File: src/ttps_pkg.sv
// Package for the transposition table probe/store unit.
// Holds the word types, operation and kind codes, the table entry layout and
// the controller command and status structs. No dependencies.
package ttps_pkg;

  // Default number of table entries.
  localparam int unsigned TABLE_ENTRIES_DEF = 4096;

  // Operation codes of an input word. Code 3 is unused and yields a zero result.
  typedef enum logic [1:0] {
    OP_PROBE = 2'd0,
    OP_STORE = 2'd1,
    OP_CLEAR = 2'd2
  } op_t;

  // Bound kind codes of a stored entry. Code 3 is kept as given and never hits.
  localparam logic [1:0] KIND_EXACT = 2'd0;
  localparam logic [1:0] KIND_UPPER = 2'd1;
  localparam logic [1:0] KIND_LOWER = 2'd2;

  typedef struct packed {
    op_t                operation;
    logic        [63:0] position_key;
    logic        [6:0]  search_depth;
    logic signed [15:0] alpha_bound;
    logic signed [15:0] beta_bound;
    logic signed [15:0] new_score;
    logic        [1:0]  new_kind;
    logic        [15:0] new_move;
  } in_word_t;

  typedef struct packed {
    logic               hit;
    logic signed [15:0] found_score;
    logic               move_valid;
    logic        [15:0] found_move;
  } out_word_t;

  // One table entry as held in memory.
  typedef struct packed {
    logic        [63:0] key;
    logic        [6:0]  depth;
    logic signed [15:0] score;
    logic        [1:0]  kind;
    logic        [15:0] move;
  } entry_t;

  typedef enum logic [1:0] {
    ST_SWEEP,
    ST_IDLE,
    ST_EVAL
  } state_t;

  // Commands from the controller to the datapath.
  typedef struct packed {
    logic load;         // Capture the input word and read its entry.
    logic eval;         // Resolve probe/store on the read entry, emit the result.
    logic sweep_step;   // Zero one entry and advance the sweep counter.
    logic sweep_report; // Emit the all-zero result that ends a clear operation.
  } cmd_t;

  // Status from the datapath to the controller.
  typedef struct packed {
    logic start_clear;  // The word at the input is a clear operation.
    logic sweep_last;   // The sweep counter points at the last entry.
  } status_t;

endpackage

File: src/ttps_ctrl.sv
// Controller state machine of the transposition table probe/store unit.
// Depends on ttps_pkg for state, command and status types.
module ttps_ctrl (
  input  logic              clk,
  input  logic              rst_n,
  input  logic              start,
  input  ttps_pkg::status_t status,
  output ttps_pkg::cmd_t    cmd,
  output logic              busy
);

  ttps_pkg::state_t state_r, state_nxt;
  logic             report_r, report_nxt;

  always_ff @(posedge clk) begin
    if (!rst_n) begin
      state_r  <= ttps_pkg::ST_SWEEP;
      report_r <= 1'b0;
    end else begin
      state_r  <= state_nxt;
      report_r <= report_nxt;
    end
  end

  always_comb begin
    state_nxt  = state_r;
    report_nxt = report_r;
    cmd        = '0;
    busy       = 1'b1;
    unique case (state_r)
      ttps_pkg::ST_IDLE: begin
        busy = 1'b0;
        if (start) begin
          cmd.load = 1'b1;
          if (status.start_clear) begin
            state_nxt  = ttps_pkg::ST_SWEEP;
            report_nxt = 1'b1;
          end else begin
            state_nxt = ttps_pkg::ST_EVAL;
          end
        end
      end
      ttps_pkg::ST_EVAL: begin
        cmd.eval  = 1'b1;
        state_nxt = ttps_pkg::ST_IDLE;
      end
      ttps_pkg::ST_SWEEP: begin
        cmd.sweep_step = 1'b1;
        if (status.sweep_last) begin
          // The sweep after reset ends silently; a clear operation reports.
          cmd.sweep_report = report_r;
          report_nxt       = 1'b0;
          state_nxt        = ttps_pkg::ST_IDLE;
        end
      end
      default: begin
        state_nxt = ttps_pkg::ST_IDLE;
      end
    endcase
  end

endmodule

File: config.mk
export PLATFORM = sky130hd
export DESIGN_NAME = ttps_ctrl
export DESIGN_NICKNAME = d
export VERILOG_FILES = /design/src/ttps_pkg.sv /design/src/ttps_ctrl.sv
export SDC_FILE = /design/constraint.sdc
export NUM_CORES = 1
export LEC_CHECK = 0
export BUFFER_PORTS_ARGS = -buffer_cell sky130_fd_sc_hd__clkbuf_2
export CAP_MARGIN = 10
export CORE_AREA = 2 2 39 41
export CTS_CLUSTER_DIAMETER = 150
export DETAILED_ROUTE_END_ITERATION = 8
export DIE_AREA = 0 0 41 43
export GPL_TIMING_DRIVEN = 1
export SLEW_MARGIN = 20
export SYNTH_ARGS = -nofsm -noshare
export SYNTH_HDL_FRONTEND = slang
export SYNTH_SLANG_ARGS = --single-unit
File: constraint.sdc
create_clock -name clk -period 1 [get_ports clk]
set_input_delay 0.1 -clock clk [delete_from_list [all_inputs] [get_ports clk]]
set_output_delay 0.1 -clock clk [all_outputs]
set_load 0.03 [all_outputs]
Word level (Yosys, flattened, before mapping). Index checks and enable logic that the tools add are counted.

Flip-flop bits (word level): 3. Latch bits: 0. RAM bits: 0. ROM bits: 0. Bits of input ports: 5. Output and inout bits: 5. Logic and storage cells: 25. Memories: 0.

Add/sub/neg operators: 0. Multiply operators: 0. Divide/modulo/power cells: 0. $lt $le $gt $ge: 0. Equality and inequality tests: 5. Shift operators: 0. Muxes and demuxes: 14. Bitwise logic cells: 0. Reduce and logical (&&, ||, !) cells: 4.

Operators with widths (count): 1-bit two-way mux (8); 2-bit two-way mux (4); 2-bit != test (second input constant) (3); 2-bit one-hot mux with 2 select lines (1); 4-bit AND reduction (1); 2-bit by 1-bit equality test with 1-bit output (second input constant) (1); 2-bit equality test (second input constant) (1); 2-bit zero test (1); 1-bit one-hot mux with 2 select lines (1); 2-bit AND reduction (1); 2-bit nonzero test (1).

Depth between registers and ports, before layout. Gate-level depths: netlist (run 1).

Word-level depth: 3. Depth in mapped cells: 2. Depth with buffers taken out: 2.

Worst setup path after synthesis (run 1). Ideal clock, no wire load.

Path type: register -> output. Start point: reg state_r[0]. End point: out cmd[0] (netlist bit). Arrival time: 1.073 ns. Required time: 0.900 ns. Slack: -0.173 ns. Cell stages (with the launch flop): 3. Buffers on the path: 0. Cell sequence: dfxtp_1 -> nor2_2 -> and3_1.

RTL lines: start: declaration (line ttps_ctrl.sv:12) `ttps_pkg::state_t state_r, state_nxt;`; start signal: assignment (line ttps_ctrl.sv:17) `state_r <= ttps_pkg::ST_SWEEP;`; start signal: assignment (line ttps_ctrl.sv:20) `state_r <= state_nxt;`; end: declaration (line ttps_ctrl.sv:8) `output ttps_pkg::cmd_t cmd,`.

Final worst setup path (run 1).
Start point: reg state_r[0]. End point: out busy.

Longest elaborated chain between the ends: 2.

Ends and longest elaborated chain: 2-bit by 1-bit equality test with 1-bit output (line ttps_ctrl.sv:30) `unique case (state_r)`; 1-bit two-way mux (line ttps_ctrl.sv:30); end: declaration (line ttps_ctrl.sv:9) `output logic busy`.

Every way passes these cells.

==> results of run 1 <==
## state kept, by name, indices dropped and copies added, names as in the netlist
register / count
state_r: 2
report_r: 1
## cells in the mapped netlist
cell	n
a221oi_2	1
and2b_2	1
and3_1	1
and3b_1	2
dfxtp_1	3
inv_1	1
nand3b_1	1
nor2_2	1
nor2b_1	2
o21ai_0	1
o31a_1	1
or2b_2	1
## routing by layer
metal | wire length, microns | GRT usage
met1 | 122 | 0.0415
met2 | 242 | 0.100
met3 | 35 | 0.0471
met4 | 0 | 0.0800
met5 | 0 | 0
## area by class of cell
cell class	count	area share
multi-input cells	12	0.326
well taps	16	0.0593
inverters	1	0.0111
clock buffers	4	0.0778
flip-flops and latches	3	0.200
repair buffers	11	0.326
## final timing paths
check / start / end / slack (ns) / cells after the start
worst min register to register: report_r / report_r / 0.48 / 2
worst max-delay path: state_r[0] / busy / -0.10 / 2
worst max register to register: state_r[0] / report_r / 0.06 / 4
worst min-delay path: status[0] / report_r / 0.1 / 2
## cells by family after synthesis
logic type      Yosys count  share of synthesized area
buf+inv                   1                     0.0234
compound gates            3                      0.180
flops                     3                      0.375
simple gates              9                      0.422
## through the flow
stage	worst slack [ns]	cells	hold slack [ns]
after floorplan	-0.000982	16	0.188
after global placement	0.00230	41	0.323
after detailed placement	-0.0121	41	0.329
after CTS	-0.136	46	0.0863
after global routing	-0.141	47	0.103
final	-0.103	47	0.0977
## cells in the final DEF (no fill, tap or decap)
| cell type | n |
|---|---|
| inv_1 | 1 |
| and2b_2 | 1 |
| or2b_4 | 1 |
| clkbuf_4 | 3 |
| buf_6 | 2 |
| nor2b_1 | 2 |
| o21ai_0 | 1 |
| o31a_1 | 1 |
| clkbuf_2 | 4 |
| and3b_1 | 1 |
| and3_4 | 1 |
| dfxtp_4 | 2 |
| nor2_4 | 1 |
| a221oi_2 | 1 |
| dfxtp_1 | 1 |
| buf_4 | 1 |
| buf_8 | 4 |
| clkbuf_1 | 1 |
| nand3b_1 | 1 |
| and3b_2 | 1 |
## power groups by stage
| stage | logic (W) | clock network, W | registers (W) |
|---|---|---|---|
| 6_report | 0.000103 | 0.000210 | 0.000130 |
| 5_1_grt | 0.000112 | 0.000237 | 0.000131 |
| 2_1_floorplan | 0.0000456 | 0 | 0.000133 |
| 3_5_place_dp | 0.0000680 | 0 | 0.000134 |
| 4_1_cts | 0.0000871 | 0.000224 | 0.000130 |
| 3_3_place_gp | 0.0000674 | 0 | 0.000134 |
## what timing repair did
item,CTS,global route
resized for setup,15,7
cloned,0,0
setup endpoints to repair,5,5
endpoints found under the hold margin,0,0
pin swaps,2,2
buffers inserted,1,1
==> flow_summary.ini, run 1 <==
[global_routing]
grt_max_degree = 8
grt_pass1_wl_microns = 676
gr-total-overflow = 0
grt_pass1_vias = 185
grtUsageTotal = 0.0661
antenna_found_initial = 0

[placement]
gp_congestion = 0.602
io_buffers = 9
place_area_sq_um = 233

[floorplan]
fp.dieW_microns = 41
core-area_sq_um = 1380
core.rowCount = 14
start_util = 0.116
die_h_microns = 43
dieArea_sq_um = 1760
pin_count = 10

[cts]
cts-root-buf = clkbuf_4
htreeDepth = 1
path_clk_slew_ns = 0.04
cts_max_path_buffers = 2
hold_buffers = 0
clkLatencyLatePin_ns = 0.23
cts.sinks = 3
cts_buffers = 3
tritoncts = done

[logic_synthesis]
synth_nets = 21
synth_area_leaders = dfxtp_1 (38%), and3b_1 (11%), a221oi_2 (9.4%)
yosysUniqueCellTypes = 12
yosysTopAreaCellShare = 0.375
synth.yosys.seq_area_share = 0.375
synth-seq-cells = 3
synthCells = 16
yosysTopAreaCell = dfxtp_1
syn_area_per_cell_sq_um = 10.0
synth-warning-count = 0
netlist_area_sq_um = 160

[final_layout]
nets = 37
regArea_sq_um = 67.6
fill_cells = 156
design_area_sq_um = 338
multi_input_area_sq_um = 110
n_antenna_cell = 0
areaGrowthSynthToFinish_pct = 111
fin_util = 0.244
drive_above_1_share = 0.710

[critical_path]
slowest_delay_ns = 0.37
path_max_fanout = 7
cp_slowest_cell = dfxtp_4
start_kind = flop
crit_buf_inv = 1
crit_path_end_kind = output pin
crit_arrival_ns = 1.00
cp.required_ns = 0.90
worstSetupPathType = flop to output pin
crit_family = flip-flops
crit_chain = or2b_4 > buf_8

[sta]
fmax_mhz = 907
setup-tns-final_ns = -0.345
period_needed_ns = 1.10
rsz0062_at_grt = yes
hold_viol_final = 0
relSlewSlack = 0.849
fin_crit_sh = 1.10
worstMarginPinSlew_ns = 0.225
drv_slew = 0
setup_viol = 5
fin_ws_ns = -0.103
finClkSkew_ns = 0.000235

[power]
sw_frac_of_total = 0.255
p_per_area_nw_per_um2 = 1310
p_comb_frac = 0.233
p_seq_frac = 0.294
intPower_w = 0.000331
p_switching_w = 0.000113
peakVddDrop_v = 0.000269
p_clk_frac = 0.473
leakagePower_nw = 0.146
finalPower_w = 0.000444

[routing]
viasPerCell = 3.55
routed_wl_microns = 399
wl_per_cell_microns = 8.49
post-route-drc-count = 0
final_antenna_net_count = 0
dr.pass1.iters = 2
drt_iter0_markers = 1
dr_total_vias = 167

[worst_hold_path]
min-delay-path-class = primary input to flop

[run_status]
violations = negative setup slack
outcome = finished, violations left

[job]
cap_violations = 0
Power figures use the tool's default switching activity.
==> inputs of run 2 (changes only) <==
Settings changed: CTS_BUF_LIST set to sky130_fd_sc_hd__clkbuf_2 sky130_fd_sc_hd__clkbuf_4 sky130_fd_sc_hd__clkbuf_8.
==> run 2 against run 1 <==
  * The flow still finishes with violations (negative setup slack)
  * Global-route usage stayed put
  * Cell count unchanged
  * Via count did not move
  * Core utilization increased by 0.27 points
  * First-iteration DRC count unchanged
==> flow_summary.ini, run 2 (synthesis results as in run 1) <==
[run_status]
outcome = finished, violations left
violations = negative setup slack

[final_layout]
stdcell_count = 47
regArea_sq_um = 67.6
reg.largest.list = state_r: 2 flops, report_r: 1 flops
final_cell_mix = clkbuf_4 (4), clkbuf_2 (4), buf_8 (4)
multi_input_area_sq_um = 110
design_area_sq_um = 342
drive_above_1_share = 0.742
fill_cells = 156
areaGrowthSynthToFinish_pct = 113
largest_register = state_r
largest_reg_flops = 2
nets = 37
n_antenna_cell = 0

[critical_path]
rr_worst_depth = 4
crit_chain = or2b_4 > buf_8
crit_path_end_kind = output pin
crit_buf_inv = 1
start_kind = flop
path_max_fanout = 7
cp_slowest_cell = dfxtp_4
crit_family = flip-flops
cp_num_cells = 2
worstSetupPathType = flop to output pin
slowest_delay_ns = 0.37
crit_arrival_ns = 1.00
cp.required_ns = 0.90

[floorplan]
die_h_microns = 43
fp.dieW_microns = 41
dieArea_sq_um = 1760
start_util = 0.116
pin_count = 10
core-area_sq_um = 1380
core.rowCount = 14

[sta]
rsz0062_at_grt = yes
drv_slew = 0
finClkSkew_ns = 0.000283
relSlewSlack = 0.848
fin_crit_sh = 1.10
period_needed_ns = 1.10
hold_viol_final = 0
fmax_mhz = 906
worstMarginPinSlew_ns = 0.225
fin_ws_ns = -0.104
setup_viol = 5

[global_routing]
grt_max_degree = 8
grtUsageTotal = 0.0661
grt_pass1_vias = 185
antenna_found_initial = 0
gr-total-overflow = 0
grt_pass1_wl_microns = 676

[cts]
cts-root-buf = clkbuf_4
path_clk_slew_ns = 0.04
cts_buffers = 3
cts.sinks = 3
clkLatencyLatePin_ns = 0.23
htreeDepth = 1
cts_max_path_buffers = 2
tritoncts = done

[routing]
post-route-drc-count = 0
dr.pass1.iters = 2
dr_total_vias = 167
drt_iter0_markers = 1
wl_per_cell_microns = 8.55
viasPerCell = 3.55
routed_wl_microns = 402
final_antenna_net_count = 0

[power]
p_seq_frac = 0.276
p_switching_w = 0.000114
p_clk_frac = 0.504
leakagePower_nw = 0.150
p_comb_frac = 0.219
peakVddDrop_v = 0.000269
p_per_area_nw_per_um2 = 1380
sw_frac_of_total = 0.242
intPower_w = 0.000358

[worst_hold_path]
min-delay-path-class = primary input to flop
hold_path_depth = 2

[job]
cap_violations = 0

[placement]
place_area_sq_um = 233
dp_cells = 41
io_buffers = 9
gp_congestion = 0.602
[run 2: changes by cell type in the layout (fill, tap and decap cells not counted)]
cell,change
clkbuf_4,+1
clkbuf_1,-1
[run 2: repair_timing]
| action | CTS | global route |
|---|---|---|
| setup endpoints to repair | 5 | 5 |
| gates resized for setup | 15 | 7 |
| hold buffers | 0 | 0 |
| pin swaps | 2 | 2 |
| setup buffers | 1 | 1 |
[run 2: worst paths after layout]
| kind | startpoint | endpoint | slack [ns] |
|---|---|---|---|
| worst max-delay path | state_r[0] | busy | -0.10 |
| worst min-delay path | status[0] | report_r | 0.1 |
| worst max register to register | state_r[0] | report_r | 0.06 |
| worst min register to register | report_r | report_r | 0.48 |
[run 2: stage by stage]
step	setup WS (ns)	power [W]	setup TNS [ns]	hold slack [ns]	utilization
final	-0.104	0.000472	-0.351	0.0969	0.247
after floorplan	-0.000982	0.000179	-0.000982	0.188	-
after global placement	0.00230	0.000201	0	0.323	0.168
after CTS	-0.138	0.000471	-0.465	0.0838	0.232
after detailed placement	-0.0121	0.000202	-0.0121	0.329	0.168
after global routing	-0.142	0.000509	-0.547	0.101	0.247
[run 2: layout make-up]
type                            count  share of cell area
Tap cell                           16              0.0586
Timing Repair Buffer               11               0.322
Inverter                            1              0.0110
Clock buffer                        4              0.0879
Multi-Input combinational cell     12               0.322
Sequential cell                     3               0.198
[run 2: metal layers]
layer  wire length, microns  global-route usage  vias up
met1                    121              0.0415       74
met3                     35              0.0471        0
met4                      0              0.0800        0
met2                    246               0.100        6
met5                      0                   0        -
li1                       -                   -       87
[run 2: worst register-to-register path, delay by kind of cell, from the launching register on]
kind                   cells  cell delay [ns]
AND/OR/NAND/NOR            1             0.05
buffers and inverters      2             0.23
AO/OA/AOI/OAI              1             0.22
flip-flops                 1             0.37
[run 2: power groups by stage]
stage                     Clock (W)  Sequential (W)  Combinational, W
after global routing       0.000266        0.000131          0.000112
after floorplan                   0        0.000133         0.0000456
after CTS                  0.000253        0.000130         0.0000871
final                      0.000238        0.000130          0.000103
after detailed placement          0        0.000134         0.0000680
after global placement            0        0.000134         0.0000674
